File: src/design/vra_pkg.sv
// Shared types and constants of the virtual region allocator.
// Used by the channel interfaces, the controller, the datapath and the top level.
package vra_pkg;

	localparam int ADDR_BITS    = 48;
	localparam int OBJECT_BITS  = 16;
	localparam int PAGES_W      = 37;
	localparam int KIND_W       = 3;
	localparam int STATUS_W     = 3;
	localparam int SLOT_FIELD_W = 6;
	localparam int CFG_IDX_W    = 2;

	localparam logic [ADDR_BITS-1:0] SPACE_START_RST = 48'h0000_0001_0000;
	localparam logic [ADDR_BITS-1:0] SPACE_END_RST   = 48'h8000_0000_0000;

	typedef enum logic [KIND_W-1:0] {
		KIND_ALLOC = 3'd0,
		KIND_FREE  = 3'd1,
		KIND_FIND  = 3'd2,
		KIND_FAULT = 3'd3,
		KIND_CLEAR = 3'd4
	} kind_t;

	typedef enum logic [STATUS_W-1:0] {
		ST_OK        = 3'd0,
		ST_NOSPACE   = 3'd1,
		ST_NOTFOUND  = 3'd2,
		ST_FULL      = 3'd3,
		ST_BADHANDLE = 3'd4
	} status_t;

	typedef enum logic [CFG_IDX_W-1:0] {
		REG_SPACE_START = 2'd0,
		REG_SPACE_END   = 2'd1
	} cfg_reg_t;

	// read address source of the slot tables
	typedef enum logic [2:0] {
		RD_ZERO   = 3'd0,
		RD_RNEXT  = 3'd1,
		RD_PSLOT  = 3'd2,
		RD_HINT   = 3'd3,
		RD_HANDLE = 3'd4
	} rd_src_t;

	// which slot view feeds a result
	typedef enum logic [1:0] {
		RES_NONE = 2'd0,
		RES_P    = 2'd1,
		RES_R    = 2'd2,
		RES_NEW  = 2'd3
	} res_sel_t;

	typedef struct packed {
		logic    item_load;
		logic    rd_en;
		rd_src_t rd_src;
		logic    p_load;
		logic    n_clr;
		logic    n_inc;
		logic    from_set_p;
		logic    from_clr;
		logic    fresh_latch;
		logic    fit_save;
		logic    ins_entry;
		logic    ins_link;
		logic    unlink_r;
		logic    unlink_head;
		logic    hint_set;
		logic    emit;
		res_sel_t res_sel;
		status_t res_status;
		logic    res_inside;
		logic    res_last;
	} vra_cmd_t;

	typedef struct packed {
		kind_t kind;
		logic  out_free;
		logic  free_avail;
		logic  pages_zero;
		logic  hint_in_space;
		logic  handle_bad;
		logic  fhint_ok;
		logic  r_inside;
		logic  p_inside;
		logic  p_gap;
		logic  loc_stop;
		logic  ff_fit;
		logic  walk_end;
		logic  from_zero;
		logic  clr_empty;
		logic  clr_last;
	} vra_sts_t;

endpackage

File: src/design/vra_ctrl.sv
// Controller of the allocator: sequences each request over the slot tables.
// Depends on vra_pkg for the command and status structs.
module vra_ctrl (
	input  logic              clk,
	input  logic              arst_n,
	input  logic              req_valid,
	output logic              req_ready,
	input  vra_pkg::vra_sts_t sts,
	output vra_pkg::vra_cmd_t cmd
);
	import vra_pkg::*;

	typedef enum logic [9:0] {
		S_IDLE      = 10'b00_0000_0001,
		S_DISPATCH  = 10'b00_0000_0010,
		S_LOAD      = 10'b00_0000_0100,
		S_WALK      = 10'b00_0000_1000,
		S_FLT_HINT  = 10'b00_0001_0000,
		S_FREE      = 10'b00_0010_0000,
		S_CLR_HEAD  = 10'b00_0100_0000,
		S_CLR_STEP  = 10'b00_1000_0000,
		S_INS_ENTRY = 10'b01_0000_0000,
		S_INS_LINK  = 10'b10_0000_0000
	} state_t;

	typedef enum logic [1:0] {
		MODE_LOCATE = 2'd0,
		MODE_FF     = 2'd1,
		MODE_FAULT  = 2'd2
	} mode_t;

	state_t state_q, state_d;
	mode_t  mode_q, mode_d;

	// state and walk mode registers
	always_ff @(posedge clk or negedge arst_n) begin
		if (!arst_n) begin
			state_q <= S_IDLE;
			mode_q  <= MODE_LOCATE;
		end else begin
			state_q <= state_d;
			mode_q  <= mode_d;
		end
	end

	// next state and commands
	always_comb begin
		logic    err_req;
		status_t err_code;
		err_req      = 1'b0;
		err_code     = ST_NOTFOUND;
		cmd          = '0;
		cmd.res_last = 1'b1;
		state_d      = state_q;
		mode_d       = mode_q;
		req_ready    = 1'b0;
		case (state_q)
			S_IDLE: begin
				req_ready = 1'b1;
				if (req_valid) begin
					cmd.item_load = 1'b1;
					state_d       = S_DISPATCH;
				end
			end
			S_DISPATCH: begin
				case (sts.kind)
					KIND_ALLOC: begin
						if (!sts.free_avail) begin
							err_req  = 1'b1;
							err_code = ST_FULL;
						end else if (sts.pages_zero) begin
							err_req  = 1'b1;
							err_code = ST_NOSPACE;
						end else begin
							cmd.fresh_latch = 1'b1;
							cmd.from_clr    = 1'b1;
							cmd.rd_en       = 1'b1;
							cmd.rd_src      = RD_ZERO;
							mode_d          = sts.hint_in_space ? MODE_LOCATE : MODE_FF;
							state_d         = S_LOAD;
						end
					end
					KIND_FREE: begin
						if (sts.handle_bad) begin
							err_req  = 1'b1;
							err_code = ST_BADHANDLE;
						end else begin
							cmd.rd_en  = 1'b1;
							cmd.rd_src = RD_HANDLE;
							state_d    = S_FREE;
						end
					end
					KIND_FIND: begin
						cmd.rd_en  = 1'b1;
						cmd.rd_src = RD_ZERO;
						mode_d     = MODE_LOCATE;
						state_d    = S_LOAD;
					end
					KIND_FAULT: begin
						cmd.rd_en = 1'b1;
						if (sts.fhint_ok) begin
							cmd.rd_src = RD_HINT;
							state_d    = S_FLT_HINT;
						end else begin
							cmd.rd_src = RD_ZERO;
							mode_d     = MODE_FAULT;
							state_d    = S_LOAD;
						end
					end
					KIND_CLEAR: begin
						cmd.rd_en  = 1'b1;
						cmd.rd_src = RD_ZERO;
						state_d    = S_CLR_HEAD;
					end
					default: begin
						err_req  = 1'b1;
						err_code = ST_NOTFOUND;
					end
				endcase
			end
			S_LOAD: begin
				cmd.p_load = 1'b1;
				cmd.n_clr  = 1'b1;
				cmd.rd_en  = 1'b1;
				cmd.rd_src = RD_RNEXT;
				state_d    = S_WALK;
			end
			S_WALK: begin
				case (mode_q)
					MODE_LOCATE: begin
						if (sts.walk_end ||
								(!sts.p_inside && !sts.p_gap && sts.loc_stop)) begin
							// no region: find reports it, allocate searches from the start
							if (sts.kind == KIND_FIND) begin
								err_req  = 1'b1;
								err_code = ST_NOTFOUND;
							end else begin
								cmd.rd_en  = 1'b1;
								cmd.rd_src = RD_ZERO;
								mode_d     = MODE_FF;
								state_d    = S_LOAD;
							end
						end else if (sts.p_inside || sts.p_gap) begin
							if (sts.kind == KIND_FIND) begin
								if (sts.out_free) begin
									cmd.emit       = 1'b1;
									cmd.res_sel    = RES_P;
									cmd.res_status = ST_OK;
									cmd.res_inside = sts.p_inside;
									state_d        = S_IDLE;
								end
							end else begin
								cmd.from_set_p = 1'b1;
								cmd.rd_en      = 1'b1;
								cmd.rd_src     = RD_PSLOT;
								mode_d         = MODE_FF;
								state_d        = S_LOAD;
							end
						end else begin
							cmd.p_load = 1'b1;
							cmd.n_inc  = 1'b1;
							cmd.rd_en  = 1'b1;
							cmd.rd_src = RD_RNEXT;
						end
					end
					MODE_FF: begin
						if (sts.walk_end) begin
							if (!sts.from_zero) begin
								cmd.from_clr = 1'b1;
								cmd.rd_en    = 1'b1;
								cmd.rd_src   = RD_ZERO;
								state_d      = S_LOAD;
							end else begin
								err_req  = 1'b1;
								err_code = ST_NOSPACE;
							end
						end else if (sts.ff_fit) begin
							cmd.fit_save = 1'b1;
							state_d      = S_INS_ENTRY;
						end else begin
							cmd.p_load = 1'b1;
							cmd.n_inc  = 1'b1;
							cmd.rd_en  = 1'b1;
							cmd.rd_src = RD_RNEXT;
						end
					end
					MODE_FAULT: begin
						if (sts.walk_end) begin
							err_req  = 1'b1;
							err_code = ST_NOTFOUND;
						end else if (sts.p_inside) begin
							if (sts.out_free) begin
								cmd.hint_set   = 1'b1;
								cmd.emit       = 1'b1;
								cmd.res_sel    = RES_P;
								cmd.res_status = ST_OK;
								state_d        = S_IDLE;
							end
						end else begin
							cmd.p_load = 1'b1;
							cmd.n_inc  = 1'b1;
							cmd.rd_en  = 1'b1;
							cmd.rd_src = RD_RNEXT;
						end
					end
					default: state_d = S_IDLE;
				endcase
			end
			S_FLT_HINT: begin
				if (sts.r_inside) begin
					if (sts.out_free) begin
						cmd.emit       = 1'b1;
						cmd.res_sel    = RES_R;
						cmd.res_status = ST_OK;
						state_d        = S_IDLE;
					end
				end else begin
					cmd.rd_en  = 1'b1;
					cmd.rd_src = RD_ZERO;
					mode_d     = MODE_FAULT;
					state_d    = S_LOAD;
				end
			end
			S_FREE: begin
				if (sts.out_free) begin
					cmd.emit       = 1'b1;
					cmd.res_sel    = RES_R;
					cmd.res_status = ST_OK;
					cmd.unlink_r   = 1'b1;
					state_d        = S_IDLE;
				end
			end
			S_CLR_HEAD: begin
				if (sts.clr_empty) begin
					err_req  = 1'b1;
					err_code = ST_NOTFOUND;
				end else begin
					cmd.rd_en  = 1'b1;
					cmd.rd_src = RD_RNEXT;
					cmd.n_clr  = 1'b1;
					state_d    = S_CLR_STEP;
				end
			end
			S_CLR_STEP: begin
				if (sts.out_free) begin
					cmd.emit        = 1'b1;
					cmd.res_sel     = RES_R;
					cmd.res_status  = ST_OK;
					cmd.res_last    = sts.clr_last;
					cmd.unlink_head = 1'b1;
					if (sts.clr_last) begin
						state_d = S_IDLE;
					end else begin
						cmd.rd_en  = 1'b1;
						cmd.rd_src = RD_RNEXT;
						cmd.n_inc  = 1'b1;
					end
				end
			end
			S_INS_ENTRY: begin
				cmd.ins_entry = 1'b1;
				state_d       = S_INS_LINK;
			end
			S_INS_LINK: begin
				if (sts.out_free) begin
					cmd.ins_link   = 1'b1;
					cmd.emit       = 1'b1;
					cmd.res_sel    = RES_NEW;
					cmd.res_status = ST_OK;
					state_d        = S_IDLE;
				end
			end
			default: state_d = S_IDLE;
		endcase

		// error results carry no region
		if (err_req && sts.out_free) begin
			cmd.emit       = 1'b1;
			cmd.res_sel    = RES_NONE;
			cmd.res_status = err_code;
			state_d        = S_IDLE;
		end
	end

endmodule

File: config.mk
export PLATFORM = sky130hd
export DESIGN_NAME = vra_ctrl
export DESIGN_NICKNAME = d
export VERILOG_FILES = /design/src/design/vra_pkg.sv /design/src/design/vra_ctrl.sv
export SDC_FILE = /design/constraint.sdc
export NUM_CORES = 1
export LEC_CHECK = 0
export ABC_AREA = 1
export ABC_CLOCK_PERIOD_IN_PS = 1700
export BUFFER_PORTS_ARGS = -buffer_cell sky130_fd_sc_hd__buf_2
export CORE_MARGIN = 8
export CORE_UTILIZATION = 50
export DETAILED_ROUTE_END_ITERATION = 16
export PLACE_DENSITY = 0.8
export RECOVER_POWER = 50
export SETUP_SLACK_MARGIN = 0.1
export SLEW_MARGIN = 20
export SYNTH_ARGS = -nofsm -noshare
export SYNTH_HDL_FRONTEND = slang
export SYNTH_SLANG_ARGS = --single-unit
File: constraint.sdc
create_clock -name clk -period 1.7 [get_ports clk]
set_input_delay 0.17 -clock clk [delete_from_list [all_inputs] [get_ports clk]]
set_output_delay 0.17 -clock clk [all_outputs]
set_load 0.01 [all_outputs]
==> results.toml, run 1 <==
[logic_synthesis]
synthesis.nets = 341
synth_cells = 320
yosysSeqAreaShare_pct = 17.1
synth_cell_type_count = 32
netlist.area_leader.share_pct = 18.1
avgSynthCellArea_um2 = 5.51
yosysWarnings = 0
synth_ff_type = "dfrtp_1"
synth_edf_count = 0
synth_common_cells = "85 x nand2_1, 52 x nor2_1, 45 x inv_1"
syn-cell-area_mm2 = 0.00176
async_reset_ff_share_pct = 100
synth.area.top_cells = "nand2_1 18%, dfrtp_1 16%, nand3_1 12%, nor2_1 11%, inv_1 9.6%"
ys_ff_latch = 12
yosysMostFrequentCell = "nand2_1"
yosys.area.top_type = "nand2_1"

[run_status]
error_line = "[ERROR DPL-0038] Utilization greater than 100%, impossible to legalize"
status = "aborted with a tool error"
haltStage = "global routing (5_1_grt)"

[cts]
cts_buffers = 3
cts.sink_count = 12
clock_path_buffers = 2
root_buffer = "clkbuf_4"
htree_levels = 1

[placed_design]
dpl.hpwl_um = 5720
gp_congestion = 0.974
io_buffers = 46

[die]
ios = 47
initial_utilization_pct = 52.4
die_h_um = 75.4
row_count = 21
fp.dieW_um = 75.4

[sta]
worst-ep-kind = "output port"
grt_repair_worst_endpoint = "cmd[3]"

[grt]
grt_max_degree = 13
[through the flow]
| stage | cells | setup WS [ns] | instance area, µm² | hold WS (ns) |
|---|---|---|---|---|
| floorplan | 320 | 0.0423 | 1780 | -0.126 |
| global placement | 465 | -0.171 | 2500 | 0.0635 |
| detailed placement | 465 | -0.146 | 2500 | 0.0689 |
| CTS | 494 | -0.334 | 2970 | 0.182 |
[cell families after synthesis]
logic type,count (synthesis),synth area share (%)
AOI/OAI and AO/OA,29,9.80
buffers and inverters,54,11.7
DFF,12,17.1
and+or+nand+nor,225,61.4
[timing repair]
item	CTS
pin swaps	27
gates resized for setup	65
hold buffers	1
hold endpoints to repair	11
gates cloned	0
endpoints found under the setup margin	37
buffers inserted	27
==> run 2, diff against run 1 <==
CORE_UTILIZATION = 35   (was 50)
PLACE_DENSITY = unset   (was 0.8)
PLACE_DENSITY_LB_ADDON = 0.15   (was unset)
SETUP_SLACK_MARGIN = unset   (was 0.1)
==> results.toml, run 2 <==
[cts]
htree_levels = 1
clk_pin_slew_ns = 0.05
clock_path_buffers = 2
cts_tree = "built"
cts_buffers = 3
cts.sink_count = 12
clk_latency_ns = 0.24
root_buffer = "clkbuf_8"

[grt]
grt_pass1_wl_um = 12700
grt_max_degree = 13
antenna_found_initial = 0
grt_pass1_vias = 2581
grt_overflow_total = 0
grtUsageTotal_pct = 21.1

[run_status]
status = "complete, but fails checks"
violations = "setup timing"

[setup_path]
crit_path_start_kind = "flip-flop"
critPathKind = "flip-flop to primary output"
crit_required_ns = 1.53
critPathArrivalTime_ns = 1.86
end_kind = "primary output"
crit_fanout = 6

[power]
p_leak_nw = 1.83
ir_worst_vdd_uv = 494
switching_share_pct = 48.9
p_clk_share_pct = 11.2
intPower_w = 0.00145
combPwrFrac_pct = 73.4
seqPwrFrac_pct = 15.4
p_switching_w = 0.00139
cellPowerDensity_mw_per_mm2 = 875

[route]
drt_first_pass_iters = 6
routed_wirelength_um = 8020
ant_nets = 0
vias = 2676
drc = 0
vias_per_cell = 5.07
wire_per_inst_um = 15.2
drt_iter0_drc = 229

[sta]
worst_pin_slew_ns = 0.696
finalMaxSlewViolations = 0
fin_worst_skew_ns = 0.00225
fin_ws_ns = -0.330
finalHoldViolCount = 0
relSlewSlack_pct = 53.6
max_freq_mhz = 493
grt_setup_unrepaired = "true"
min_period_ns = 2.03
fin_hold_ws_ns = 0.250
tns_ns = -7.22
setup_viol = 35
post-route-period-util_pct = 119

[final_layout]
layout_commonest_cell = "buf_4"
num-nets-final = 480
largest_reg_flops = 10
largest_register = "state_q"
final_cell_mix = "73 x buf_4, 70 x nand2_1, 41 x inv_1, 39 x buf_2, 36 x nor2_1"
largest_registers = "state_q x10, mode_q x2"
layout-drive-gt1-share_pct = 51.7
diodes = 0
final_cell_count_no_fill = 528
area_delta_synth_final_pct = 84.6

[logic_synthesis]
ys_ff_latch = 12
yosys.area.top_type = "nand2_1"
synth_common_cells = "85 x nand2_1, 52 x nor2_1, 45 x inv_1"
synth_compound_area_share_pct = 9.80
synth_cell_type_count = 32
synth_fa_ha_area_share_pct = 0
yosysSeqAreaShare_pct = 17.1
synth_mux_area_share_pct = 0
syn-cell-area_mm2 = 0.00176
yosys.area_share.simple_pct = 61.4
yosysWarnings = 0
synthesis.nets = 341
synth_xor_area_share_pct = 0
avgSynthCellArea_um2 = 5.51
yosysMostFrequentCell = "nand2_1"
synth_edf_count = 0
netlist.area_leader.share_pct = 18.1
synth_ff_type = "dfrtp_1"
synth_cells = 320
synth.area.top_cells = "nand2_1 18%, dfrtp_1 16%, nand3_1 12%, nor2_1 11%, inv_1 9.6%"
async_reset_ff_share_pct = 100
synth_top_family_by_area = "simple AND/OR/NAND/NOR gates"

[die]
ios = 47
die_h_um = 86.9
initial_utilization_pct = 35.4
die_area_mm2 = 0.00756
row_count = 26
fp.dieW_um = 86.9
core_area_mm2 = 0.00498

[hold_path]
hold_class = "input pin to flip-flop"

[placed_design]
placed_cells = 497
dpl.hpwl_um = 5940
gp_congestion = 0.907
io_buffers = 46

[flow_run]
cap_violations = 0
run 2: cell counts after synthesis:
Identical to the previous run, type by type.
run 2: final timing paths:
path,from,end,slack (ns),cells past startpoint
min reg2reg,state_q[3]$_DFFE_PN0P_,state_q[3]$_DFFE_PN0P_,0.57,2
max,state_q[1]$_DFFE_PN0P_,cmd[3],-0.33,10
min,req_valid,state_q[1]$_DFFE_PN0P_,0.25,3
max in group asynchronous,arst_n,state_q[8]$_DFFE_PN0P_,0.71,2
max reg2reg,state_q[0]$_DFFE_PN1P_,state_q[3]$_DFFE_PN0P_,-0.31,14
min in group asynchronous,arst_n,state_q[5]$_DFFE_PN0P_,0.51,2
run 2: cells by family (layout without fill, tap and decap cells):
family | Yosys count | after routing
DFF | 12 | 12
buffers and inverters | 54 | 192
AOI/OAI and AO/OA | 29 | 29
and+or+nand+nor | 225 | 225
run 2: area by class of cell:
type / instances / area (µm²)
clock buffers: 4 / 55.1
fillers: 430 / 1730
inverters: 51 / 191
multi-input cells: 254 / 1590
flip-flops and latches: 12 / 307
well taps: 70 / 87.6
repair buffers: 137 / 1020
run 2: power by group through the flow:
| stage | clock [W] | sequential (W) | combinational, W |
|---|---|---|---|
| after global routing | 0.000343 | 0.000447 | 0.00225 |
| final | 0.000319 | 0.000437 | 0.00209 |
| after global placement | 0 | 0.000415 | 0.00154 |
| after CTS | 0.000328 | 0.000424 | 0.00188 |
| after floorplan | 0 | 0.000419 | 0.000907 |
| after detailed placement | 0 | 0.000419 | 0.00153 |
run 2: critical path, stage by stage, from the launching register on:
cell	delay, ns
dfrtp_1	0.43
nor2_4	0.21
nand2_4	0.12
nor2_4	0.12
nand2_2	0.08
nand3_2	0.10
nand2_1	0.07
inv_2	0.09
nand2_4	0.09
a31oi_1	0.15
buf_2	0.15
run 2: metal layers:
metal | part of all wire, % | GRT usage (%) | vias up
li1 | - | - | 1297
met1 | 43 | 28.1 | 1239
met3 | 7.4 | 2.08 | 21
met5 | 0 | 0 | -
met4 | 2.8 | 5.16 | 0
met2 | 47 | 35.1 | 119
run 2: stage by stage:
stage | power [W] | util (%) | instance area, µm² | setup WS [ns]
floorplan | 0.00133 | - | 1760 | 0.0244
global placement | 0.00195 | 51.1 | 2540 | -0.200
finish | 0.00285 | 65.3 | 3250 | -0.330
global route | 0.00304 | 65.3 | 3250 | -0.416
detailed placement | 0.00195 | 51.1 | 2540 | -0.146
CTS | 0.00263 | 61.5 | 3060 | -0.318
run 2: timing repair:
item / CTS / global route
endpoints found under the setup margin: 35 / 36
setup buffers: 18 / 12
hold buffers: 1 / 0
endpoints found under the hold margin: 11 / 0
pin swaps: 26 / 20
gates resized for setup: 84 / 32
Power figures use the tool's default switching activity.
